`config.mk`:
```
export PLATFORM = sky130hd
export DESIGN_NAME = gdr_fifo
export DESIGN_NICKNAME = d
export VERILOG_FILES = /design/src/sv/gdr_pkg.sv /design/src/sv/gdr_fifo.sv
export SDC_FILE = /design/constraint.sdc
export NUM_CORES = 1
export LEC_CHECK = 0
export ABC_AREA = 1
export CORE_ASPECT_RATIO = 0.9
export CORE_MARGIN = 4
export CORE_UTILIZATION = 40
export CTS_BUF_LIST = sky130_fd_sc_hd__clkbuf_8
export DETAILED_ROUTE_END_ITERATION = 16
export DONT_BUFFER_PORTS = 1
export GPL_TIMING_DRIVEN = 0
export SYNTH_ARGS = -nofsm -noshare
export SYNTH_HDL_FRONTEND = slang
export SYNTH_SLANG_ARGS = --single-unit
```
`constraint.sdc`:
```
create_clock -name i_clk -period 5.8 [get_ports i_clk]
set_input_delay 0 -clock i_clk [delete_from_list [all_inputs] [get_ports i_clk]]
set_output_delay 0 -clock i_clk [all_outputs]
set_load 0.03 [all_outputs]
```
`src/sv/gdr_pkg.sv`:
```
// ============================================================================
// gdr_pkg: shared types and constants of the grid DDA ray caster
// Holds the map geometry, the fixed-point constants, the queued item format,
// the configuration bundle, the divider handshake and the result bundle.
// ============================================================================
package gdr_pkg;

    localparam int MAP_DIM     = 16;
    localparam int CELL_PIXELS = 64;
    localparam int ANGLE_BITS  = 16;

    localparam int CELLS      = MAP_DIM * MAP_DIM;
    localparam int ADDR_W     = $clog2(CELLS);
    localparam int IDX_W      = $clog2(MAP_DIM);
    localparam int CRD_W      = $clog2(MAP_DIM + 1) + 1;
    localparam int CELL_SHIFT = $clog2(CELL_PIXELS);

    localparam int POS_W     = 10;
    localparam int FRAC_BITS = 6;
    localparam int TRIG_BITS = 14;
    localparam int TRIG_W    = TRIG_BITS + 1;
    localparam int TRIG_ONE  = 16384;
    localparam int DIST_SHIFT = 20;
    localparam int FAR_W     = 41;
    localparam logic [FAR_W-1:0] FAR_DIST = 41'h100_0000_0000;
    localparam int SIN_A = 25736;
    localparam int SIN_B = 10512;
    localparam int SIN_C = 1160;
    localparam int QUARTER = 1 << (ANGLE_BITS - 2);

    localparam int DIV_W = 32;
    localparam int QUEUE_DEPTH = 2;

    localparam int CFG_IDX_W  = 2;
    localparam int CFG_DATA_W = 12;
    localparam logic [CFG_IDX_W-1:0] CFG_MAX_STEPS     = 2'd0;
    localparam logic [CFG_IDX_W-1:0] CFG_SCREEN_HEIGHT = 2'd1;
    localparam logic [CFG_IDX_W-1:0] CFG_HEIGHT_SCALE  = 2'd2;

    localparam logic KIND_WRITE = 1'b0;
    localparam logic KIND_CAST  = 1'b1;

    typedef struct packed {
        logic                  kind;
        logic                  wr_ok;
        logic [ADDR_W-1:0]     cell_addr;
        logic                  cell_is_wall;
        logic [POS_W-1:0]      pos_x;
        logic [POS_W-1:0]      pos_y;
        logic [ANGLE_BITS-1:0] ang_sin;
        logic [ANGLE_BITS-1:0] ang_cos;
        logic [ANGLE_BITS-1:0] ang_fish;
    } t_item;

    typedef struct packed {
        logic [7:0]  max_steps;
        logic [11:0] screen_height;
        logic [9:0]  height_scale;
    } t_cfg;

    typedef struct packed {
        logic             go;
        logic [DIV_W-1:0] num;
        logic [DIV_W-1:0] den;
    } t_div_req;

    typedef struct packed {
        logic             done;
        logic [DIV_W-1:0] quot;
    } t_div_rsp;

    typedef struct packed {
        logic        hit;
        logic [3:0]  hit_col;
        logic [3:0]  hit_row;
        logic        hit_side;
        logic [15:0] collision_x;
        logic [15:0] collision_y;
        logic [16:0] ray_length;
        logic [16:0] corrected_length;
        logic [11:0] slice_height;
    } t_result;

endpackage

```
`src/sv/gdr_fifo.sv`:
```
// ============================================================================
// gdr_fifo: short item queue between front and back
// Show-ahead queue of classified items so that either side may stall alone.
// ============================================================================
module gdr_fifo (
    input  logic           i_clk,
    input  logic           i_rst_n,
    input  logic           i_push,
    input  gdr_pkg::t_item i_item,
    output logic           o_full,
    input  logic           i_pop,
    output gdr_pkg::t_item o_item,
    output logic           o_vld
);

    localparam int PTR_W = $clog2(gdr_pkg::QUEUE_DEPTH);
    localparam int CNT_W = $clog2(gdr_pkg::QUEUE_DEPTH + 1);

    gdr_pkg::t_item r_mem [gdr_pkg::QUEUE_DEPTH];
    logic [PTR_W-1:0] r_wr;
    logic [PTR_W-1:0] r_rd;
    logic [CNT_W-1:0] r_cnt;
    logic do_push;
    logic do_pop;

    assign o_full  = (r_cnt == CNT_W'(gdr_pkg::QUEUE_DEPTH));
    assign o_vld   = (r_cnt != '0);
    assign o_item  = r_mem[r_rd];
    assign do_push = i_push && !o_full;
    assign do_pop  = i_pop && o_vld;

    always_ff @(posedge i_clk) begin
        if (do_push) begin
            r_mem[r_wr] <= i_item;
        end
    end

    always_ff @(posedge i_clk) begin
        if (!i_rst_n) begin
            r_wr  <= '0;
            r_rd  <= '0;
            r_cnt <= '0;
        end else begin
            if (do_push) begin
                r_wr <= (r_wr == PTR_W'(gdr_pkg::QUEUE_DEPTH - 1)) ? '0 : r_wr + 1'b1;
            end
            if (do_pop) begin
                r_rd <= (r_rd == PTR_W'(gdr_pkg::QUEUE_DEPTH - 1)) ? '0 : r_rd + 1'b1;
            end
            if (do_push && !do_pop) begin
                r_cnt <= r_cnt + 1'b1;
            end else if (do_pop && !do_push) begin
                r_cnt <= r_cnt - 1'b1;
            end
        end
    end

endmodule

```
==> results.ini <==
[power_and_ir_drop]
combPwrFrac_pct = 28.5
clkPwrFrac_pct = 23.9
seq_power_share_pct = 47.7
p_sw_w = 0.00106
vdd_drop_max_v = 0.000325
p_leak_nw = 2.54
p_per_area_nw_per_um2 = 426
p_sw_share_pct = 33.0
p_int_w = 0.00214
p_total_w = 0.00320

[status]
status = finished, final reports clean

[die]
die_h_microns = 124
num_rows = 42
coreArea_sq_um = 14700
start_util_pct = 40.8
die_area_sq_um = 17000
num_io_pins = 164
chipWidth_microns = 137

[timing]
final-hold-violation-count = 0
clock_skew_ps = 7.62
layout_min_cycle_time_ps = 2110
finalSetupViolCount = 0
finalMaxSlewViolations = 0
relSlewSlack_pct = 43.8
worstMarginPinSlew_ps = 834
whs_ps = 113
fmax_ghz = 0.474
fin_crit_sh_pct = 36.3
rsz0062_at_grt = false
tns_ps = 0

[global_route]
overflow = 0
grt_max_degree = 32
grt_pass1_vias = 3078
grt_use_total_pct = 12.9
gr-usage-met3_pct = 6.22
grt_util_met1_pct = 13.6
grt_pass1_wl_mm = 16.0
busiest_layer = met2
antenna_found_initial = 0
met2_usage_pct = 22.2

[synthesis]
synthTopCellsByArea = edfxtp_1, mux2_2, mux2_4
syn_avg_cell_area_sq_um = 21.1
synth-seq-cells = 163
seq_area_frac_synth_pct = 81.1
synthCells = 283
synth_area_leader_cell = edfxtp_1
ys_types = 15
yosysWarnings = 0
netlist.area_leader.share_pct = 79.4
netlist_area_sq_um = 5980
syn-num-nets = 367

[finish]
area_delta_synth_final_pct = 25.6
diodes = 0
layout_commonest_cell = edfxtp_1
mostFrequentLayoutCells = edfxtp_1, dlygate4sd3_1, mux2_2
final_net_count = 471
drive_gt1_share_pct = 30.3

[setup_path]
cp_cell_sequence = o21ai_0 > nor2_4 > buf_12
critPathCaptureType = register
worstSetupStartpointType = register
cp_slowest_cell = nor2_4
critPathMaxFanout = 31
cpPeakStageDelay_ps = 760
r2r_slack_ps = 3690
arrival_ps = 2240
critPathKind = reg2reg
required_ps = 5930

[clock_network]
htree_levels = 4
cts_buffer_depth = 2
cts_sinks = 163
insertion_delay_ps = 430
cts_inserted_buffers = 17
cts_tree = yes
clk_pin_slew_worst_paths_ps = 80
cts-root-buf = clkbuf_8
post_cts_buffers = 0

[placement]
place_congestion = 0.711
dp_hpwl_mm = 7.05
numPortBuffers = 0

[detailed_routing]
drtIter0Drc = 86
detail-route-antenna-nets = 0
drc_errors = 0
viasPerCell = 4.75
vias = 2841
dr.pass1.iters = 4
wirelength_mm = 10.8
wire_per_inst_microns = 18.0

[flow_run]
drv_cap = 0

[hold_path]
hp-class = in2reg

[cells in the mapped netlist]
| library cell | count |
|---|---|
| o21ai_0 | 3 |
| nand4_1 | 1 |
| nand2_1 | 7 |
| ha_1 | 1 |
| nor2_1 | 9 |
| a21oi_1 | 1 |
| mux2_4 | 10 |
| edfxtp_1 | 158 |
| buf_2 | 6 |
| dfxtp_1 | 5 |
| nand3_1 | 1 |
| mux2_2 | 69 |
| buf_6 | 3 |
| inv_1 | 8 |
| o21a_1 | 1 |
[power by group through the flow]
stage	Combinational, W	Sequential (W)	Clock, W
after detailed placement	0.000874	0.00155	0
after floorplan	0.000727	0.00156	0
after global routing	0.000967	0.00154	0.000849
final	0.000912	0.00153	0.000763
after global placement	0.000838	0.00158	0
after CTS	0.000930	0.00153	0.000800
[final cells by class]
| class | instances | area (sq um) |
|---|---|---|
| Buffer | 9 | 63.8 |
| Multi-Input combinational cell | 103 | 1050 |
| Fill cell | 1176 | 7150 |
| Sequential cell | 163 | 4840 |
| Timing Repair Buffer | 85 | 891 |
| Inverter | 8 | 30.0 |
| Clock buffer | 17 | 234 |
| Clock inverter | 15 | 143 |
| Tap cell | 198 | 248 |
[stage by stage]
stage	utilization, %	area [sq um]	worst slack (ps)	cells
global placement	42.5	6220	-469	481
finish	51.2	7510	3690	598
detailed placement	43.1	6320	3670	485
floorplan	-	5980	1440	283
global route	51.2	7510	3530	598
CTS	51.2	7510	3670	598
[timing repair]
item	4_1_cts	5_1_grt
endpoints found under the setup margin	0	0
gates resized for setup	0	0
endpoints found under the hold margin	163	0
hold buffers	81	0
[routing by layer]
layer	wire length (microns)	vias up
met5	0	-
met4	133	0
met3	947	8
met2	5530	107
met1	4160	1416
li1	-	1310
[critical path, delay by kind of cell (launching register included)]
kind            cells  cell delay [ps]
compound gates      1              330
buf+inv             1              290
flops               1              410
simple gates        1              760
[final timing paths]
check,endpoint,startpoint,depth (start not counted)
worst min register to register,r_rd,r_rd,2
worst max-delay path,r_mem[1][22],r_cnt[0],3
worst min-delay path,r_wr,i_push,3
worst max register to register,r_mem[1][22],r_cnt[0],3
[sequential cells by signal (all words and copies together) (netlist names), named ones only]
| signal | flops |
|---|---|
| r_mem | 158 |
| r_cnt | 2 |
| r_rd | 1 |
| r_wr | 1 |
[kinds of logic after synthesis]
group | Yosys count | synth area share, %
buffers and inverters | 17 | 1.57
muxes | 79 | 15.5
adders and majority gates | 1 | 0.209
AOI/OAI and AO/OA | 5 | 0.460
and+or+nand+nor | 18 | 1.19
DFF | 163 | 81.1
Note: power is estimated with default switching activity, not from simulation.
