<file path="src/sv/gdr_pkg.sv">
// ============================================================================
// gdr_pkg: shared types and constants of the grid DDA ray caster
// Holds the map geometry, the fixed-point constants, the queued item format,
// the configuration bundle, the divider handshake and the result bundle.
// ============================================================================
package gdr_pkg;

    localparam int MAP_DIM     = 16;
    localparam int CELL_PIXELS = 64;
    localparam int ANGLE_BITS  = 16;

    localparam int CELLS      = MAP_DIM * MAP_DIM;
    localparam int ADDR_W     = $clog2(CELLS);
    localparam int IDX_W      = $clog2(MAP_DIM);
    localparam int CRD_W      = $clog2(MAP_DIM + 1) + 1;
    localparam int CELL_SHIFT = $clog2(CELL_PIXELS);

    localparam int POS_W     = 10;
    localparam int FRAC_BITS = 6;
    localparam int TRIG_BITS = 14;
    localparam int TRIG_W    = TRIG_BITS + 1;
    localparam int TRIG_ONE  = 16384;
    localparam int DIST_SHIFT = 20;
    localparam int FAR_W     = 41;
    localparam logic [FAR_W-1:0] FAR_DIST = 41'h100_0000_0000;
    localparam int SIN_A = 25736;
    localparam int SIN_B = 10512;
    localparam int SIN_C = 1160;
    localparam int QUARTER = 1 << (ANGLE_BITS - 2);

    localparam int DIV_W = 32;
    localparam int QUEUE_DEPTH = 2;

    localparam int CFG_IDX_W  = 2;
    localparam int CFG_DATA_W = 12;
    localparam logic [CFG_IDX_W-1:0] CFG_MAX_STEPS     = 2'd0;
    localparam logic [CFG_IDX_W-1:0] CFG_SCREEN_HEIGHT = 2'd1;
    localparam logic [CFG_IDX_W-1:0] CFG_HEIGHT_SCALE  = 2'd2;

    localparam logic KIND_WRITE = 1'b0;
    localparam logic KIND_CAST  = 1'b1;

    typedef struct packed {
        logic                  kind;
        logic                  wr_ok;
        logic [ADDR_W-1:0]     cell_addr;
        logic                  cell_is_wall;
        logic [POS_W-1:0]      pos_x;
        logic [POS_W-1:0]      pos_y;
        logic [ANGLE_BITS-1:0] ang_sin;
        logic [ANGLE_BITS-1:0] ang_cos;
        logic [ANGLE_BITS-1:0] ang_fish;
    } t_item;

    typedef struct packed {
        logic [7:0]  max_steps;
        logic [11:0] screen_height;
        logic [9:0]  height_scale;
    } t_cfg;

    typedef struct packed {
        logic             go;
        logic [DIV_W-1:0] num;
        logic [DIV_W-1:0] den;
    } t_div_req;

    typedef struct packed {
        logic             done;
        logic [DIV_W-1:0] quot;
    } t_div_rsp;

    typedef struct packed {
        logic        hit;
        logic [3:0]  hit_col;
        logic [3:0]  hit_row;
        logic        hit_side;
        logic [15:0] collision_x;
        logic [15:0] collision_y;
        logic [16:0] ray_length;
        logic [16:0] corrected_length;
        logic [11:0] slice_height;
    } t_result;

endpackage

</file>
<file path="src/sv/gdr_div.sv">
// ============================================================================
// gdr_div: shared unsigned divider
// Restoring division, one quotient bit per cycle, done pulses with the result.
// ============================================================================
module gdr_div (
    input  logic              i_clk,
    input  logic              i_rst_n,
    input  gdr_pkg::t_div_req i_req,
    output gdr_pkg::t_div_rsp o_rsp
);

    localparam int W     = gdr_pkg::DIV_W;
    localparam int CNT_W = $clog2(W + 1);

    logic [W:0]       r_rem;
    logic [W-1:0]     r_quo;
    logic [W-1:0]     r_den;
    logic [CNT_W-1:0] r_cnt;
    logic             r_busy;
    logic             r_done;
    logic [W:0]       rem_sh;
    logic             fits;

    assign rem_sh = {r_rem[W-1:0], r_quo[W-1]};
    assign fits   = (rem_sh >= {1'b0, r_den});
    assign o_rsp.done = r_done;
    assign o_rsp.quot = r_quo;

    always_ff @(posedge i_clk) begin
        if (!i_rst_n) begin
            r_busy <= 1'b0;
            r_done <= 1'b0;
            r_cnt  <= '0;
        end else begin
            r_done <= 1'b0;
            if (i_req.go) begin
                r_busy <= 1'b1;
                r_cnt  <= CNT_W'(W);
                r_rem  <= '0;
                r_quo  <= i_req.num;
                r_den  <= i_req.den;
            end else if (r_busy) begin
                r_rem <= fits ? (rem_sh - {1'b0, r_den}) : rem_sh;
                r_quo <= {r_quo[W-2:0], fits};
                r_cnt <= r_cnt - 1'b1;
                if (r_cnt == CNT_W'(1)) begin
                    r_busy <= 1'b0;
                    r_done <= 1'b1;
                end
            end
        end
    end

endmodule

</file>
<file path="config.mk">
export PLATFORM = sky130hd
export DESIGN_NAME = gdr_div
export DESIGN_NICKNAME = d
export VERILOG_FILES = /design/src/sv/gdr_pkg.sv /design/src/sv/gdr_div.sv
export SDC_FILE = /design/constraint.sdc
export NUM_CORES = 1
export LEC_CHECK = 0
export ABC_AREA = 1
export BUFFER_PORTS_ARGS = -buffer_cell sky130_fd_sc_hd__clkbuf_2
export CORE_ASPECT_RATIO = 1.1
export CORE_MARGIN = 8
export CORE_UTILIZATION = 35
export CTS_CLUSTER_SIZE = 14
export DETAILED_ROUTE_END_ITERATION = 10
export PLACE_DENSITY = 0.61
export SETUP_SLACK_MARGIN = 0.2
export SYNTH_ARGS = -nofsm -noshare
export SYNTH_HDL_FRONTEND = slang
export SYNTH_SLANG_ARGS = --single-unit
</file>
<file path="constraint.sdc">
create_clock -name i_clk -period 3.9 [get_ports i_clk]
set_clock_uncertainty 0.2 [all_clocks]
set_input_delay 0.585 -clock i_clk [delete_from_list [all_inputs] [get_ports i_clk]]
set_output_delay 0.585 -clock i_clk [all_outputs]
set_load 0.05 [all_outputs]
</file>
==> results of run 1 <==
-- per-layer routing --
metal	part of all wire, %	vias to the layer above
met1	45	2733
met5	0	-
met4	2.6	0
li1	-	3197
met2	45	149
met3	7.0	27
-- sequential cells by signal, indices dropped and copies added, names as in the netlist --
name and flops:
r_rem 32, r_cnt 6, r_done 1, r_den 32
r_busy 1, r_quo 32
-- cell usage after synthesis (5+ instances only) --
master | number | area share [%]
clkbuf_1 | 10 | 0.53
and2_1 | 10 | 0.88
dfxtp_1 | 8 | 2.3
nand3_1 | 30 | 2.1
nor2_1 | 113 | 6.0
nor2_2 | 5 | 0.44
nand3b_1 | 23 | 2.4
edfxtp_1 | 96 | 41
ha_1 | 34 | 6.0
nand4_1 | 5 | 0.44
xor2_1 | 15 | 1.9
a21oi_1 | 19 | 1.3
nand2_1 | 400 | 21
inv_1 | 167 | 8.8
inv_2 | 10 | 0.53
-- final cells by class --
type	instances	area (µm²)	area share (%)
clock buffers	10	229	2.82
clock inverters	6	73.8	0.908
inverters	179	674	8.30
multi-input cells	682	3270	40.2
flip-flops and latches	104	3040	37.4
well taps	252	315	3.88
repair buffers	103	526	6.46
-- report_power, final --
part           total [mW]  switching (mW)  internal (mW)
Clock               0.948           0.439          0.509
Sequential           1.42          0.0576           1.37
Combinational        1.25           0.841          0.404
-- cells by family (layout without fill, tap and decap cells) --
group	count (synthesis)	in the layout	share of synthesized area (%)
buf+inv	198	298	11.0
fa+ha+maj	35	35	6.28
compound gates	26	26	1.92
xor+xnor	16	16	1.98
flops	104	104	42.9
simple gates	605	605	35.9
-- final timing paths --
kind / startpoint / endpoint / slack [ps] / cells after the start
min reg2reg: r_cnt[1] / r_cnt[1] / 310 / 2
min: i_req[9] / r_den[9] / 200 / 1
max reg2reg: r_rem[27] / r_rem[27] / 1030 / 11
max: r_rem[27] / r_rem[27] / 1030 / 11
-- per-stage QoR --
stage                     utilization, %  instance area (µm²)  hold slack (ps)  instances
after floorplan                        -                 7090              276        984
after global placement              39.4                 7830              295       1320
after detailed placement            39.4                 7830              297       1320
after CTS                           40.9                 8130              187       1336
after global routing                40.9                 8130              188       1336
final                               40.9                 8130              202       1336
-- cell usage in the layout (no fill, tap or decap), types with 4 or more instances in the layout --
| cell type | n |
|---|---|
| clkbuf_16 | 9 |
| nor3_1 | 4 |
| inv_1 | 167 |
| nand3_1 | 30 |
| nand3b_1 | 23 |
| edfxtp_1 | 96 |
| inv_2 | 10 |
| dfxtp_1 | 8 |
| nand2_2 | 5 |
| nand2_1 | 399 |
| clkbuf_2 | 99 |
| nor2_2 | 5 |
| a21oi_1 | 19 |
| buf_4 | 4 |
| nand4_1 | 5 |
| and2_1 | 10 |
| nor2_1 | 113 |
| ha_1 | 34 |
| xor2_1 | 15 |
==> results.cfg, run 1 <==
[synthesis]
synth_edf_count = 96
yosys_warnings = 0
ys_seq_area_share_pct = 42.9
synth-seq-cells = 104
synthDistinctLibCells = 38
synth_fp_nets = 1086
async_reset_ff_share_pct = 0
ys.flop_type = edfxtp_1
postSynthAreaPerCell_um2 = 7.20
synth_cells = 984
syn-cell-area_um2 = 7090

[placement]
io_buffer_count = 99
hpwlAfterDp_um = 13800
post-place-ws_ps = 1040
gp_congestion = 0.934

[clock_network]
cts_resized = 0
clk_latency_ps = 350
cts_root_buffer = clkbuf_16
h-tree-depth = 3
cts.path.max_buffers = 2
post_cts_buffers = 0
clk_pin_slew_worst_paths_ps = 80
numCtsBuffers = 9
cts_tree = done
ctsHoldBuffers = 0
clock_sinks = 104

[sta]
setup_viol = 0
rsz0062_at_grt = no
setup_ws_ps = 1030
fmax_mhz = 349
final.period_utilization_pct = 73.5
tns_ps = 0
worst_pin_slew_ps = 851
maxSlewViolCount = 0
finalHoldViolations = 0
relSlewSlack_pct = 43.3
period_needed_ps = 2870

[drt]
viasPerCell = 4.57
first_iter_violations = 336
postRouteAntennaNets = 0
vias = 6106
wl_per_cell_um = 13.4
drt_pass1_iterations = 5
drc = 0
routed_wl_um = 18000

[grt]
use_met1_pct = 18.2
met3_usage_pct = 4.55
grt_use_total_pct = 15.1
grt_max_degree = 65
grt_pass1_wl_um = 30000
grt_pass1_vias = 6237
grt.met2_usage_pct = 24.6
busiest_layer = met2
grt_overflow = 0
antenna_found_initial = 0

[critical_path]
crit_family = simple AND/OR/NAND/NOR gates
max_stage_delay_ps = 410
start_kind = register
crit_buf_inv = 1
required_ps = 3910
crit_chain = ha_1 -> a21oi_1 -> and2_1 -> nor2_1 -> nor2_2 -> nand2_2 -> nor2_8 -> nand2_8 -> inv_4 -> nor2_1 -> nor2_1
crit_arrival_ps = 2870
crit_type = reg -> reg
cp_max_fo = 25
path_common_cell = nor2_1
cp-end-kind = register
cpMaxStageDelayCell = edfxtp_1

[outcome]
outcome = complete, no violations

[floorplanning]
die_h_um = 165
core_area_um2 = 19900
die_w_um = 152
dieArea_um2 = 25100
fp-row-count = 54
start_util_pct = 35.7
io_pins = 100

[pwr]
ir_drop_v = 0.000243
power_density_nw_per_um2 = 445
leakagePower_nw = 4.32
power.total_mw = 3.62

[final_layout]
area_growth_pct = 14.7
drive_gt1_share_pct = 13.6
n_antenna_cell = 0
nets = 1181
fill_cells = 2148

[hold_path]
min_path_type = in -> reg

[run]
max-cap-violations = 0
Note: power is estimated with default switching activity, not from simulation.
==> inputs of run 2 (changes only) <==
- PLACE_DENSITY: 0.61 -> 0.63
- clock period: 3.9 -> 2.5 ns (I/O delays scaled with it)
==> results.cfg, run 2 (synthesis results as in run 1) <==
[outcome]
outcome = complete, no violations

[final_layout]
nets = 1248
stdcell_count = 1403
fin_util_pct = 48.0
drive_gt1_share_pct = 26.7
fill_cells = 2004
area_growth_pct = 34.4
reg.largest.list = r_den (32), r_quo (32), r_rem (32)
multiInputGateArea_um2 = 4000
mostFrequentLayoutCells = nand2_1, inv_1, clkbuf_2
seqCellArea_um2 = 3040
final_common_cell = nand2_1
n_antenna_cell = 0

[floorplanning]
die_w_um = 152
start_util_pct = 35.7
fp-row-count = 54
core_area_um2 = 19900
io_pins = 100
die_h_um = 165
dieArea_um2 = 25100

[critical_path]
start_kind = register
crit_arrival_ps = 2280
cpMaxStageDelayCell = edfxtp_1
cp_max_fo = 7
required_ps = 2420
crit_buf_inv = 4
crit_chain = ha_4 -> nand2_1 -> nand2_2 -> inv_1 -> nand2_1 -> inv_1 -> nand2_1 -> nand2_1 -> inv_2 -> nor2_8 -> nand2_8 -> clkbuf_16 -> nor2_4 -> nor2_2
crit_family = simple AND/OR/NAND/NOR gates
crit_type = reg -> reg
max_stage_delay_ps = 470
path_common_cell = nand2_1
cp-end-kind = register

[sta]
rsz0062_at_grt = yes
finalHoldViolations = 0
relSlewSlack_pct = 70.0
period_needed_ps = 2370
final.period_utilization_pct = 94.7
tns_ps = 0
worst_pin_slew_ps = 450
setup_viol = 0
maxSlewViolCount = 0
fmax_mhz = 422

[clock_network]
clock_sinks = 104
cts_root_buffer = clkbuf_16
clk_latency_ps = 360
numCtsBuffers = 9
h-tree-depth = 3
cts.path.max_buffers = 2
clk_pin_slew_worst_paths_ps = 70
cts_tree = done

[drt]
routed_wl_um = 19400
first_iter_violations = 269
postRouteAntennaNets = 0
top_layer = met4
drt_pass1_iterations = 7
wl_per_cell_um = 13.9
viasPerCell = 4.62
met3WireLength_um = 1160
vias = 6482
met2_length_um = 9050
wl_met1_um = 8700
drc = 0

[pwr]
leakagePower_nw = 4.72
power_density_nw_per_um2 = 654
ir_drop_v = 0.000353
power.total_mw = 6.24

[grt]
grt_pass1_wl_um = 31300
grt_max_degree = 46
antenna_found_initial = 0
grt_pass1_vias = 6532
grt_use_total_pct = 15.6
grt_overflow = 0

[placement]
io_buffer_count = 99
dp_cells = 1338
hpwlAfterDp_um = 14400
gp_congestion = 0.968

[run]
max-cap-violations = 0

[hold_path]
min_path_type = in -> reg
## run 2: cell types whose count changed in the layout (fill, tap and decap cells not counted), sizes merged
cell / before / now
buf: 4 / 38
dlygate4sd3: 0 / 32
clkbuf: 109 / 111
inv: 181 / 183
bufinv: 1 / 0
clkinv: 2 / 1
clkinvlp: 1 / 0
## run 2: through the flow
stage	worst slack (ps)	cell area [µm²]	hold WS (ps)
finish	133	9530	84.9
global route	27.9	9530	85.5
CTS	145	9020	64.0
detailed placement	1.99	8030	306
global placement	26.1	8030	294
floorplan	75.4	7120	274
## run 2: worst paths after layout
| path | slack (ps) | cells after the start | to | startpoint |
|---|---|---|---|---|
| hold / removal | 80 | 3 | r_quo[7] | i_req[39] |
| setup / recovery | 130 | 14 | r_rem[22] | r_rem[23] |
| hold reg to reg | 310 | 2 | r_cnt[1] | r_cnt[1] |
| setup reg to reg | 130 | 14 | r_rem[22] | r_rem[23] |
## run 2: where the power goes
part / internal (mW) / switching, mW
combinational: 1.02 / 1.54
clock: 0.725 / 0.695
sequential: 2.13 / 0.129
total: 3.87 / 2.36
## run 2: worst min-delay path, cell delays in order
cell and delay, ps:
clkbuf_2 70, nand2_1 40, nand2_1 50
## run 2: what timing repair did
| item | in CTS | in global routing |
|---|---|---|
| setup buffers | 1 | 15 |
| gates resized for setup | 54 | 99 |
| endpoints found under the hold margin | 32 | 0 |
| setup endpoints to repair | 33 | 33 |
| hold buffers | 32 | 0 |
| pin swaps | 4 | 19 |
| gates cloned | 0 | 1 |
## run 2: final cells by class
class,instances,area share [%]
clock buffer,11,2.55
clock inverter,5,0.486
inverter,179,7.13
multi-input combinational,682,42.0
sequential,104,31.9
tap,252,3.31
timing repair buffer,170,12.6
## run 2: routing by layer
metal,track usage (%),vias to the layer above
met5,0,-
met4,6.20,0
met3,3.71,27
met2,26.2,169
met1,19.0,2957
li1,-,3329
