## config.mk

```make
export PLATFORM = sky130hd
export DESIGN_NAME = gdr_front
export DESIGN_NICKNAME = d
export VERILOG_FILES = /design/src/sv/gdr_pkg.sv /design/src/sv/gdr_front.sv
export SDC_FILE = /design/constraint.sdc
export NUM_CORES = 1
export LEC_CHECK = 0
export BUFFER_PORTS_ARGS = -buffer_cell sky130_fd_sc_hd__buf_2
export CAP_MARGIN = 30
export CORE_MARGIN = 2
export CORE_UTILIZATION = 25
export CTS_CLUSTER_DIAMETER = 60
export DETAILED_ROUTE_END_ITERATION = 10
export GPL_ROUTABILITY_DRIVEN = 0
export PLACE_DENSITY = 0.61
export RECOVER_POWER = 100
export SKIP_LAST_GASP = 1
export SLEW_MARGIN = 40
export SYNTH_ARGS = -nofsm -noshare
export SYNTH_HDL_FRONTEND = slang
export SYNTH_SLANG_ARGS = --single-unit
```

## constraint.sdc

```tcl
create_clock -name i_clk -period 3.7 [get_ports i_clk]
set_input_delay 0.185 -clock i_clk [delete_from_list [all_inputs] [get_ports i_clk]]
set_output_delay 0.185 -clock i_clk [all_outputs]
set_load 0.02 [all_outputs]
```

## src/sv/gdr_pkg.sv

```systemverilog
// ============================================================================
// gdr_pkg: shared types and constants of the grid DDA ray caster
// Holds the map geometry, the fixed-point constants, the queued item format,
// the configuration bundle, the divider handshake and the result bundle.
// ============================================================================
package gdr_pkg;

    localparam int MAP_DIM     = 16;
    localparam int CELL_PIXELS = 64;
    localparam int ANGLE_BITS  = 16;

    localparam int CELLS      = MAP_DIM * MAP_DIM;
    localparam int ADDR_W     = $clog2(CELLS);
    localparam int IDX_W      = $clog2(MAP_DIM);
    localparam int CRD_W      = $clog2(MAP_DIM + 1) + 1;
    localparam int CELL_SHIFT = $clog2(CELL_PIXELS);

    localparam int POS_W     = 10;
    localparam int FRAC_BITS = 6;
    localparam int TRIG_BITS = 14;
    localparam int TRIG_W    = TRIG_BITS + 1;
    localparam int TRIG_ONE  = 16384;
    localparam int DIST_SHIFT = 20;
    localparam int FAR_W     = 41;
    localparam logic [FAR_W-1:0] FAR_DIST = 41'h100_0000_0000;
    localparam int SIN_A = 25736;
    localparam int SIN_B = 10512;
    localparam int SIN_C = 1160;
    localparam int QUARTER = 1 << (ANGLE_BITS - 2);

    localparam int DIV_W = 32;
    localparam int QUEUE_DEPTH = 2;

    localparam int CFG_IDX_W  = 2;
    localparam int CFG_DATA_W = 12;
    localparam logic [CFG_IDX_W-1:0] CFG_MAX_STEPS     = 2'd0;
    localparam logic [CFG_IDX_W-1:0] CFG_SCREEN_HEIGHT = 2'd1;
    localparam logic [CFG_IDX_W-1:0] CFG_HEIGHT_SCALE  = 2'd2;

    localparam logic KIND_WRITE = 1'b0;
    localparam logic KIND_CAST  = 1'b1;

    typedef struct packed {
        logic                  kind;
        logic                  wr_ok;
        logic [ADDR_W-1:0]     cell_addr;
        logic                  cell_is_wall;
        logic [POS_W-1:0]      pos_x;
        logic [POS_W-1:0]      pos_y;
        logic [ANGLE_BITS-1:0] ang_sin;
        logic [ANGLE_BITS-1:0] ang_cos;
        logic [ANGLE_BITS-1:0] ang_fish;
    } t_item;

    typedef struct packed {
        logic [7:0]  max_steps;
        logic [11:0] screen_height;
        logic [9:0]  height_scale;
    } t_cfg;

    typedef struct packed {
        logic             go;
        logic [DIV_W-1:0] num;
        logic [DIV_W-1:0] den;
    } t_div_req;

    typedef struct packed {
        logic             done;
        logic [DIV_W-1:0] quot;
    } t_div_rsp;

    typedef struct packed {
        logic        hit;
        logic [3:0]  hit_col;
        logic [3:0]  hit_row;
        logic        hit_side;
        logic [15:0] collision_x;
        logic [15:0] collision_y;
        logic [16:0] ray_length;
        logic [16:0] corrected_length;
        logic [11:0] slice_height;
    } t_result;

endpackage

```

## src/sv/gdr_front.sv

```systemverilog
// ============================================================================
// gdr_front: input stage of the ray caster
// Registers each accepted transaction, checks the cell address of map writes
// and forms the three trig angles of a cast, then hands it to the queue.
// ============================================================================
module gdr_front (
    input  logic                 i_clk,
    input  logic                 i_rst_n,
    input  logic                 start,
    output logic                 busy,
    input  logic                 i_kind,
    input  logic [7:0]           i_cell_index,
    input  logic                 i_cell_is_wall,
    input  logic [9:0]           i_pos_x,
    input  logic [9:0]           i_pos_y,
    input  logic [15:0]          i_ray_angle,
    input  logic [15:0]          i_view_angle,
    output logic                 o_push,
    output gdr_pkg::t_item       o_item,
    input  logic                 i_full
);

    logic           r_vld;
    gdr_pkg::t_item r_item;
    gdr_pkg::t_item item;
    logic           accept;
    logic [gdr_pkg::ANGLE_BITS-1:0] ra;
    logic [gdr_pkg::ANGLE_BITS-1:0] va;

    assign busy   = r_vld && i_full;
    assign accept = start && !busy;
    assign o_push = r_vld && !i_full;
    assign o_item = r_item;

    assign ra = i_ray_angle[gdr_pkg::ANGLE_BITS-1:0];
    assign va = i_view_angle[gdr_pkg::ANGLE_BITS-1:0];

    always_comb begin
        item.kind         = i_kind;
        item.wr_ok        = ({1'b0, i_cell_index} < 9'(gdr_pkg::CELLS));
        item.cell_addr    = gdr_pkg::ADDR_W'(i_cell_index);
        item.cell_is_wall = i_cell_is_wall;
        item.pos_x        = i_pos_x;
        item.pos_y        = i_pos_y;
        item.ang_sin      = ra;
        // Cosine is the sine a quarter turn later; the sum wraps on the circle.
        item.ang_cos      = ra + gdr_pkg::ANGLE_BITS'(gdr_pkg::QUARTER);
        item.ang_fish     = va - ra + gdr_pkg::ANGLE_BITS'(gdr_pkg::QUARTER);
    end

    always_ff @(posedge i_clk) begin
        if (!i_rst_n) begin
            r_vld <= 1'b0;
        end else begin
            if (accept) begin
                r_vld  <= 1'b1;
                r_item <= item;
            end else if (o_push) begin
                r_vld <= 1'b0;
            end
        end
    end

endmodule

```

==> results.md, run 1 <==
* Die H at 114 µm
* CP arrival at 2550 ps
* Total wire length at 6520 µm
* Largest net degree at the start of global routing at 50
* Peak VDD IR at 200 µV
* CTS sink cnt at 65
* First-pass GRT wire length at 9800 µm
* Sequential area share after synthesis at 63.9%
* Starting Density at 25.4%
* Dpl hpwl at 5030 µm
* DR vias at 2142
* Total CTS buffers at 9
* Die Wd at 114 µm
* Clock slew at reported path FFs at 50 ps
* Syn Std Cell Area at 0.00304 mm²
* Initial antenna violation count at 0
* Worst setup EP type: register
* Clock Tree Root: clkbuf_16
* Post-Place Worst Slack at 934 ps
* I/O Pins at 147
* Routed WL per cell at 12.9 µm
* Max Cap Viol at 0
* Max-slew headroom at 7.13%
* Most common cell after layout, fill and taps aside: clkbuf_1
* Crit path max-delay cell type: nor2_1
* Worst clock skew at 3.74 ps
* Setup crit start kind: register
* DR iter-0 viols at 131
* Fillers at 1256
* Skew-Pair Late Insertion Delay at 330 ps
* CTS tree: yes
* Top cells by area, synth: edfxtp_1, ha_1, buf_4, inv_1, a21oi_1
* Final nets at 451
* # setup viols final at 0
* Yosys cell types at 35
* Worst path required time at 3660 ps
* YS warnings at 0
* Setup Total Neg Slack at 0 ps
* Crit-path leading delay family: simple AND/OR/NAND/NOR gates
* Fin. max-slew vios at 0
* Core Area at 0.0120 mm²
* CP Max Fanout at 49
* Layout area overhead at 32.0%
* Die area at 0.0131 mm²
* Final Hold Vio Count at 0
* Area share of the largest cell type after synthesis at 63.2%
* Avg Cell Area, Syn at 14.3 µm²
* Synthesized Nets at 309
* CTS Buffer Depth at 2
* Pwr dens at 499 mW/mm²
* Slew @ Worst Pin at 1390 ps
* Row count at 40
* Slowest stage delay, CP at 1050 ps
* Final worst slack at 1110 ps
* Tot Pwr at 2000 µW
* Leak at 0.00166 µW
* Vias per inst at 4.22
* Final Cycle Share at 70.1%
* Hold crit path type: primary input to register
* Share of layout cells above drive strength 1 at 19.2%
* Port bufs at 145
* Total track usage at 9.86%
* Reg2Reg Setup Slack at 1110 ps
* CP Cell Sequence: and2_0, nor2_1, buf_4
* WS Path Type: register to register
* GR Overflow Total at 0
* Residual DRC at 0
* Number of iterations in the first detailed-routing pass at 4
* # diodes at 0
* Remaining antenna violation count at 0
* Synth Register Bits at 65
* Number of global-route vias before repair at 2098
* CTS H-tree depth at 3
* Unrepaired setup endpoints after global routing: false
* Hold buffers post-CTS at 0
* Number of buffers and inverters on the critical path at 1
* Period minus WS final at 2590 ps
* Status: finished, final reports clean
* Largest area contributor in the netlist: edfxtp_1
* Synth Instances at 213
* Max Freq at 0.385 GHz
* Setup Buffers After CTS at 0
* Resize count post-CTS at 0
* Post-layout util at 33.5%
* Most frequent cells in the layout: clkbuf_1, edfxtp_1, buf_2
## registers in the layout (all words and copies together), names as in the netlist
signal	count
r_vld	1
o_item	64
## path summary, 6_finish.rpt
path                                         start                   end  depth (start not counted)
worst min-delay path                i_cell_is_wall  o_item[68]$_DFFE_PP_                          1
worst max-delay path            r_vld$_SDFFE_PN0P_  o_item[40]$_DFFE_PP_                          3
worst max register to register  r_vld$_SDFFE_PN0P_  o_item[40]$_DFFE_PP_                          3
worst min register to register  r_vld$_SDFFE_PN0P_    r_vld$_SDFFE_PN0P_                          2
## layer usage
| layer | global-route usage (%) | up-vias | part of all wire [%] |
|---|---|---|---|
| met3 | 2.86 | 11 | 6.1 |
| met1 | 10.6 | 1000 | 40 |
| met4 | 5.85 | 0 | 2.3 |
| li1 | - | 1064 | - |
| met2 | 17.2 | 67 | 52 |
| met5 | 0 | - | 0 |
## synthesized netlist by cell type, drive strengths merged
cell / number
a21o: 5
a21oi: 13
a221o: 3
a221oi: 2
a31oi: 2
a41oi: 1
and2: 1
and3: 2
and4: 1
buf: 15
conb: 1
dfxtp: 1
edfxtp: 64
fa: 1
ha: 29
inv: 24
mux2i: 1
nand2: 9
nand3: 2
nand3b: 1
nand4: 1
nor2: 5
nor2b: 2
nor3: 2
o211ai: 2
o21a: 1
o21ai: 2
o21bai: 2
o311ai: 1
o31ai: 1
or2: 1
or4: 2
or4b: 1
xnor2: 7
xor2: 5
## cells by family after synthesis
logic type / synth area share [%]
xor gates and xnor gates: 3.46
DFF: 63.9
other: 0.123
AOI/OAI and AO/OA: 7.74
buffers and inverters: 6.67
and+or+nand+nor: 5.19
adders and majority gates: 12.6
muxes: 0.329
## final cells by class
type / instances / area [µm²] / area share, %
well taps: 147 / 184 / 4.59
multi-input cells: 109 / 895 / 22.3
inverters: 24 / 90.1 / 2.25
clock buffers: 11 / 233 / 5.80
flip-flops and latches: 65 / 1940 / 48.4
repair buffers: 146 / 622 / 15.5
clock inverters: 5 / 46.3 / 1.15
## through the flow
step | cells | instance area (µm²) | hold WS (ps)
floorplan | 213 | 3040 | 284
global placement | 491 | 3850 | 363
detailed placement | 491 | 3850 | 364
CTS | 507 | 4130 | 19.7
global route | 507 | 4010 | 18.0
finish | 507 | 4010 | 34.2
## power breakdown
group | switching, µW | total, µW | internal (µW)
registers | 11.1 | 880 | 869
logic | 201 | 324 | 122
clock network | 284 | 797 | 513
total | 496 | 2000 | 1500
Power figures use the tool's default switching activity.
==> run 2: changes to the inputs <==
==> constraint.sdc (replaced) <==
create_clock -name i_clk -period 2.3 [get_ports i_clk]
set_input_delay 0.115 -clock i_clk [delete_from_list [all_inputs] [get_ports i_clk]]
set_output_delay 0.115 -clock i_clk [all_outputs]
set_load 0.02 [all_outputs]
==> run 2 against run 1 <==
  * Register-to-register slack got worse by 640 ps
  * Count of clock-buffer cells in the layout unchanged
  * Non-clock buffer count grew 55
  * Critical path type is now primary input to register
  * Worst hold slack worse by 10 ps
  * First-iteration DRC count fell by 4.6%
  * Via count increased by 11%
  * Flip-flop and latch count did not move
  * Worst setup slack worse by 990 ps
  * Critical path depth increased by 7
  * Utilization rose by 4.7 points
  * Largest power group unchanged
==> results.md, run 2 (same netlist as run 1, synthesis figures left out) <==
* Sw frac at 25.1% (+0.26 points)
* Max Freq at 0.459 GHz
* Most frequent cell on the critical path: ha_4
* Remaining antenna violation count at 0 (unchanged)
* CTS tree: yes
* Core Area at 0.0120 mm² (unchanged)
* Die area at 0.0131 mm² (unchanged)
* CTS Buffer Depth at 2 (unchanged)
* Peak VDD IR at 351 µV (+75%)
* Layout area overhead at 50.3%
* Worst path required time at 2440 ps (-1220 ps)
* Most frequent cells in the layout: clkbuf_1, edfxtp_1, buf_2
* Clk network pwr share at 38.7% (-1.1 points)
* Skew-Pair Late Insertion Delay at 320 ps (about the same)
* CTS H-tree depth at 3 (unchanged)
* Final Hold Vio Count at 0 (unchanged)
* Power share of the combinational group at 18.8% (+2.6 points)
* CP Cell Sequence: buf_2, inv_4, ha_4, ha_4, fa_2, a21o_1, a221o_1, and3_4, or4b_1, o311ai_1
* # setup viols final at 0 (unchanged)
* Hold path endpoint: r_vld$_SDFFE_PN0P_
* Unrepaired setup endpoints after global routing: false
* Tot Pwr at 3330 µW (+66%)
* CTS sink cnt at 65 (unchanged)
* Final Cycle Share at 94.7%
* Share of layout cells above drive strength 1 at 20.2% (+1.1 points)
* Resize count post-CTS at 0 (unchanged)
* # diodes at 0 (unchanged)
* Crit path max-delay cell type: or4b_1
* DR vias at 2369 (+11%)
* WL met3 at 463 µm (+16%)
* Worst setup EP type: register
* Largest net degree at the start of global routing at 41 (-18%)
* Number of iterations in the first detailed-routing pass at 6 (+2)
* Total wire length at 7480 µm (+15%)
* Final nets at 506 (+12%)
* First-pass GRT wire length at 11400 µm (+16%)
* Total track usage at 11.4% (+1.5 points)
* Hold Startpoint: start
* Max Cap Viol at 0 (unchanged)
* CP Max Fanout at 3 (-94%)
* Net Switching at 834 µW (+68%)
* Clock slew at reported path FFs at 50 ps (about the same)
* Routed WL per cell at 13.3 µm (+3.6%)
* Post-Place Worst Slack at -215 ps (-1150 ps)
* Reg2Reg Setup Slack at 470 ps (-640 ps)
* Worst clock skew at 4.16 ps (+0.420 ps)
* Residual DRC at 0 (unchanged)
* Period minus WS final at 2180 ps
* Vias per inst at 4.22 (-0.23%)
* Dpl hpwl at 5300 µm (+5.4%)
* Initial antenna violation count at 0 (unchanged)
* Port bufs at 145 (unchanged)
* Post-layout util at 38.2% (+4.7 points)
* Most common cell after layout, fill and taps aside: clkbuf_1
* Sequential share of power at 42.6% (-1.4 points)
* Max reg flops at 64 (unchanged)
* Number of buffers and inverters on the critical path at 2 (+1)
* Hold depth at 2 (+1)
* Clock Tree Root: clkbuf_16
* M1 wire length at 2930 µm (+13%)
* Worst r2r dst: o_item[69]$_DFFE_PP_
* Status: finished, final reports clean
* Max-slew headroom at 30.8% (+24 points)
* Leak at 0.00188 µW (+13%)
* WS Path Type: primary input to register
* Max layer used: met4
* Die Wd at 114 µm (unchanged)
* Pwr dens at 728 mW/mm² (+46%)
* Hold crit path type: primary input to register
* Setup crit start kind: primary input
* GR Overflow Total at 0 (unchanged)
* Crit-path leading delay family: adder cells
* Worst r2r path cells at 3 (unchanged)
* Met2 WL at 3960 µm (+18%)
* Die H at 114 µm (unchanged)
* I/O Pins at 147 (unchanged)
* Worst hold slack at 24.1 ps (-10.1 ps)
* Starting Density at 25.4% (unchanged)
* Slew @ Worst Pin at 1040 ps (-349 ps)
* CP arrival at 2320 ps (-230 ps)
* Final worst slack at 121 ps (-985 ps)
* Number of global-route vias before repair at 2364 (+13%)
* Slowest stage delay, CP at 490 ps (-560 ps)
* Setup Total Neg Slack at 0 ps (unchanged)
* Fin. max-slew vios at 0 (unchanged)
* Row count at 40 (unchanged)
* Reg-to-Reg Start: r_vld$_SDFFE_PN0P_
* Internal power at 2490 µW (+66%)
* DR iter-0 viols at 125 (-4.6%)
* Total CTS buffers at 9 (unchanged)
==> run 2: cell count changes in the layout (fill, tap and decap cells not counted), moves of 2 or more <==
cell / delta
dlygate4sd3_1: +43
ha_1: -3
clkbuf_2: +2
buf_4: +7
clkbuf_1: +4
ha_4: +3
==> run 2: per-stage QoR <==
| step | instance area (µm²) | cells |
|---|---|---|
| global route | 4570 | 562 |
| finish | 4570 | 562 |
| global placement | 3990 | 503 |
| detailed placement | 3990 | 503 |
| CTS | 4700 | 562 |
| floorplan | 3090 | 213 |
==> run 2: worst reg2reg max path, delay by kind of cell, from the launching register on <==
| kind | cells | cell delay (ps) |
|---|---|---|
| flops | 1 | 310 |
| simple gates | 2 | 330 |
| buf+inv | 1 | 770 |
==> run 2: how the worst max path moves through the flow <==
stage	startpoint	end	slack, ps	cells after the start
global route	i_view_angle[0]	o_item[11]$_DFFE_PP_	40	12
detailed placement	i_ray_angle[1]	o_item[13]$_DFFE_PP_	-220	10
floorplan	i_view_angle[1]	o_item[13]$_DFFE_PP_	-10	8
finish	i_ray_angle[1]	o_item[13]$_DFFE_PP_	120	10
CTS	i_ray_angle[1]	o_item[13]$_DFFE_PP_	130	10
global placement	i_ray_angle[1]	o_item[13]$_DFFE_PP_	-190	10
==> run 2: area by class of cell <==
cell class	instances	area, µm²
clock inverter	5	46.3
tap	147	184
timing repair buffer	201	1120
inverter	24	92.6
clock buffer	11	233
sequential	65	1940
multi-input combinational	109	947
fill	1190	7390
==> run 2: power groups by stage <==
stage          logic [µW]  registers (µW)  clock network [µW]
4_1_cts               655            1410                1330
3_3_place_gp          583            1430                   0
6_report              624            1420                1290
5_1_grt               694            1420                1370
3_5_place_dp          594            1440                   0
2_1_floorplan         302            1520                   0
==> run 2: layer usage <==
metal,vias to the layer above,GRT usage (%)
li1,1169,-
met1,1111,12.3
met2,80,20.0
met3,9,3.81
met4,0,5.53
met5,-,0
==> run 2: what timing repair did <==
action	4_1_cts	5_1_grt
setup buffers	0	0
endpoints found under the hold margin	43	0
hold buffers	43	0
==> run 3: changes to the inputs <==
--- a/config.mk
+++ b/config.mk
@@ -12,7 +12,7 @@
 export CTS_CLUSTER_DIAMETER = 60
 export DETAILED_ROUTE_END_ITERATION = 10
 export GPL_ROUTABILITY_DRIVEN = 0
-export PLACE_DENSITY = 0.61
+export PLACE_DENSITY = 0.6
 export RECOVER_POWER = 100
 export SKIP_LAST_GASP = 1
 export SLEW_MARGIN = 40
==> constraint.sdc (replaced) <==
create_clock -name i_clk -period 2.26 [get_ports i_clk]
set_input_delay 0.113 -clock i_clk [delete_from_list [all_inputs] [get_ports i_clk]]
set_output_delay 0.113 -clock i_clk [all_outputs]
set_load 0.02 [all_outputs]
==> run 3 against run 2 <==
  * Count of clock-buffer cells in the layout is 2 higher
  * Die area stayed put
  * Worst setup slack worse by 31 ps
  * Flip-flop and latch count unchanged
  * Routed wire length decreased by 4.8%
  * Via count down 1.3%
  * Sequential share of layout area fell by 0.44 points
  * Total power is 4.0% higher
  * Clock skew increased by 2.7 ps
  * Global-route usage fell by 0.66 points
  * Critical path depth stayed put
  * Design area rose by 1.0%
  * Highest routed layer unchanged
==> results.md, run 3 (same netlist as run 1, synthesis figures left out) <==
* Status: finished, final reports clean
* Hold depth at 2 (unchanged)
* Fin. max-slew vios at 0 (unchanged)
* Max-slew headroom at 34.1% (+3.4 points)
* Die H at 114 µm (unchanged)
* Register cell area after layout at 0.00194 mm² (unchanged)
* Slew @ Worst Pin at 988 ps (-50.4 ps)
* Starting Density at 25.4% (unchanged)
* Most frequent cell on the critical path: ha_4
* Layout area overhead at 51.9%
* Number of iterations in the first detailed-routing pass at 4 (-2)
* Clock slew at reported path FFs at 50 ps (about the same)
* Hold path endpoint: r_vld$_SDFFE_PN0P_
* Remaining antenna violation count at 0 (unchanged)
* # diodes at 0 (unchanged)
* Total CTS buffers at 9 (unchanged)
* Max reg flops at 64 (unchanged)
* Reg2Reg Setup Slack at 460 ps (about the same)
* Core Area at 0.0120 mm² (unchanged)
* GR Overflow Total at 0 (unchanged)
* Unrepaired setup endpoints after global routing: false
* Worst r2r dst: o_item[15]$_DFFE_PP_
* First-pass GRT wire length at 10700 µm (-5.5%)
* Final Cell Area at 0.00462 mm² (+1.0%)
* Fillers at 1170 (-1.7%)
* Setup crit start kind: primary input
* Most frequent cells in the layout: clkbuf_1, edfxtp_1, buf_2
* Peak VDD IR at 386 µV (+9.8%)
* Die Wd at 114 µm (unchanged)
* DR iter-0 viols at 149 (+19%)
* Worst clock skew at 6.82 ps (+2.66 ps)
* Placement Cell Area at 0.00400 mm² (+0.38%)
* Period minus WS final at 2170 ps
* Hold crit path type: primary input to register
* CTS H-tree depth at 3 (unchanged)
* WS Path Type: primary input to register
* CP arrival at 2310 ps (about the same)
* Number of buffers and inverters on the critical path at 2 (unchanged)
* Hold buffers post-CTS at 44 (+2.3%)
* CTS Buffer Depth at 2 (unchanged)
* Total track usage at 10.7% (-0.66 points)
* Leak at 0.00191 µW (+1.6%)
* Reg-to-Reg Start: r_vld$_SDFFE_PN0P_
* Dpl hpwl at 5260 µm (-0.74%)
* Hold Startpoint: start
* # setup viols final at 0 (unchanged)
* Port bufs at 145 (unchanged)
* Pwr dens at 750 mW/mm² (+3.0%)
* CP Max Fanout at 3 (unchanged)
* Resize count post-CTS at 0 (unchanged)
* Clock Tree Root: clkbuf_16
* Die area at 0.0131 mm² (unchanged)
* Vias per inst at 4.14 (-1.8%)
* Total wire length at 7120 µm (-4.8%)
* DR vias at 2339 (-1.3%)
* Worst r2r path cells at 3 (unchanged)
* Max Freq at 0.461 GHz
* Row count at 40 (unchanged)
* Final Cycle Share at 96.0%
* Skew-Pair Late Insertion Delay at 320 ps (about the same)
* Number of global-route vias before repair at 2270 (-4.0%)
* Initial antenna violation count at 0 (unchanged)
* Multi-input gate area at 947 µm² (unchanged)
* Routed WL per cell at 12.6 µm (-5.3%)
* Final Hold Vio Count at 0 (unchanged)
* Share of layout cells above drive strength 1 at 21.5% (+1.3 points)
* Slowest stage delay, CP at 500 ps (about the same)
* Residual DRC at 0 (unchanged)
* Setup Buffers After CTS at 0 (unchanged)
* Tot Pwr at 3460 µW (+4.0%)
* CTS tree: yes
* Max Cap Viol at 0 (unchanged)
* Crit path max-delay cell type: or4b_1
* I/O Pins at 147 (unchanged)
* Final nets at 509 (+0.59%)
* Most common cell after layout, fill and taps aside: clkbuf_1
* Crit-path leading delay family: adder cells
* CP Cell Sequence: buf_2, inv_4, ha_4, ha_4, fa_2, a21o_1, a221o_1, and3_4, or4b_1, o311ai_1
* Worst setup EP type: register
* Post-layout util at 38.6% (+0.40 points)
* Worst path required time at 2400 ps (-40 ps)
* CTS sink cnt at 65 (unchanged)
* Largest net degree at the start of global routing at 41 (unchanged)
-- run 3: changes by cell type in the layout (fill, tap and decap cells not counted) --
cell	delta
clkinv_1	-3
dlygate4sd3_1	+1
clkinv_2	+1
clkbuf_1	-1
clkbuf_4	+2
clkbuf_8	+2
buf_2	+1
-- run 3: power breakdown --
| group | switching [µW] | internal, µW | total, µW |
|---|---|---|---|
| Combinational | 356 | 279 | 635 |
| Sequential | 17.6 | 1420 | 1440 |
| Clock | 476 | 910 | 1390 |
| Total | 850 | 2610 | 3460 |
-- run 3: final cells by class --
type	count	area share, %
Tap cell	147	3.98
Sequential cell	65	42.1
Clock buffer	13	5.64
Timing Repair Buffer	204	24.9
Inverter	24	2.01
Multi-Input combinational cell	109	20.5
Clock inverter	3	0.867
-- run 3: how the worst max path moves through the flow --
stage	from	to	slack, ps	cells past startpoint
final	i_ray_angle[1]	o_item[13]$_DFFE_PP_	90	10
after global routing	i_view_angle[0]	o_item[13]$_DFFE_PP_	10	11
after CTS	i_ray_angle[1]	o_item[13]$_DFFE_PP_	110	10
after detailed placement	i_ray_angle[1]	o_item[13]$_DFFE_PP_	-230	10
after global placement	i_ray_angle[1]	o_item[13]$_DFFE_PP_	-220	10
after floorplan	i_view_angle[1]	o_item[13]$_DFFE_PP_	-50	8
-- run 3: metrics by stage --
stage	hold WS, ps	std cells	TNS (ps)	setup WS (ps)
floorplan	212	213	-50.2	-50.2
global placement	291	505	-531	-223
detailed placement	292	505	-552	-233
CTS	7.16	565	0	105
global route	15.7	565	0	10.1
finish	17.6	565	0	89.9
-- run 3: per-layer routing --
layer	GRT usage [%]	routed length, µm	vias up
li1	-	-	1170
met1	11.6	2830	1083
met2	19.2	3710	73
met3	3.39	441	13
met4	4.96	143	0
met5	0	0	-
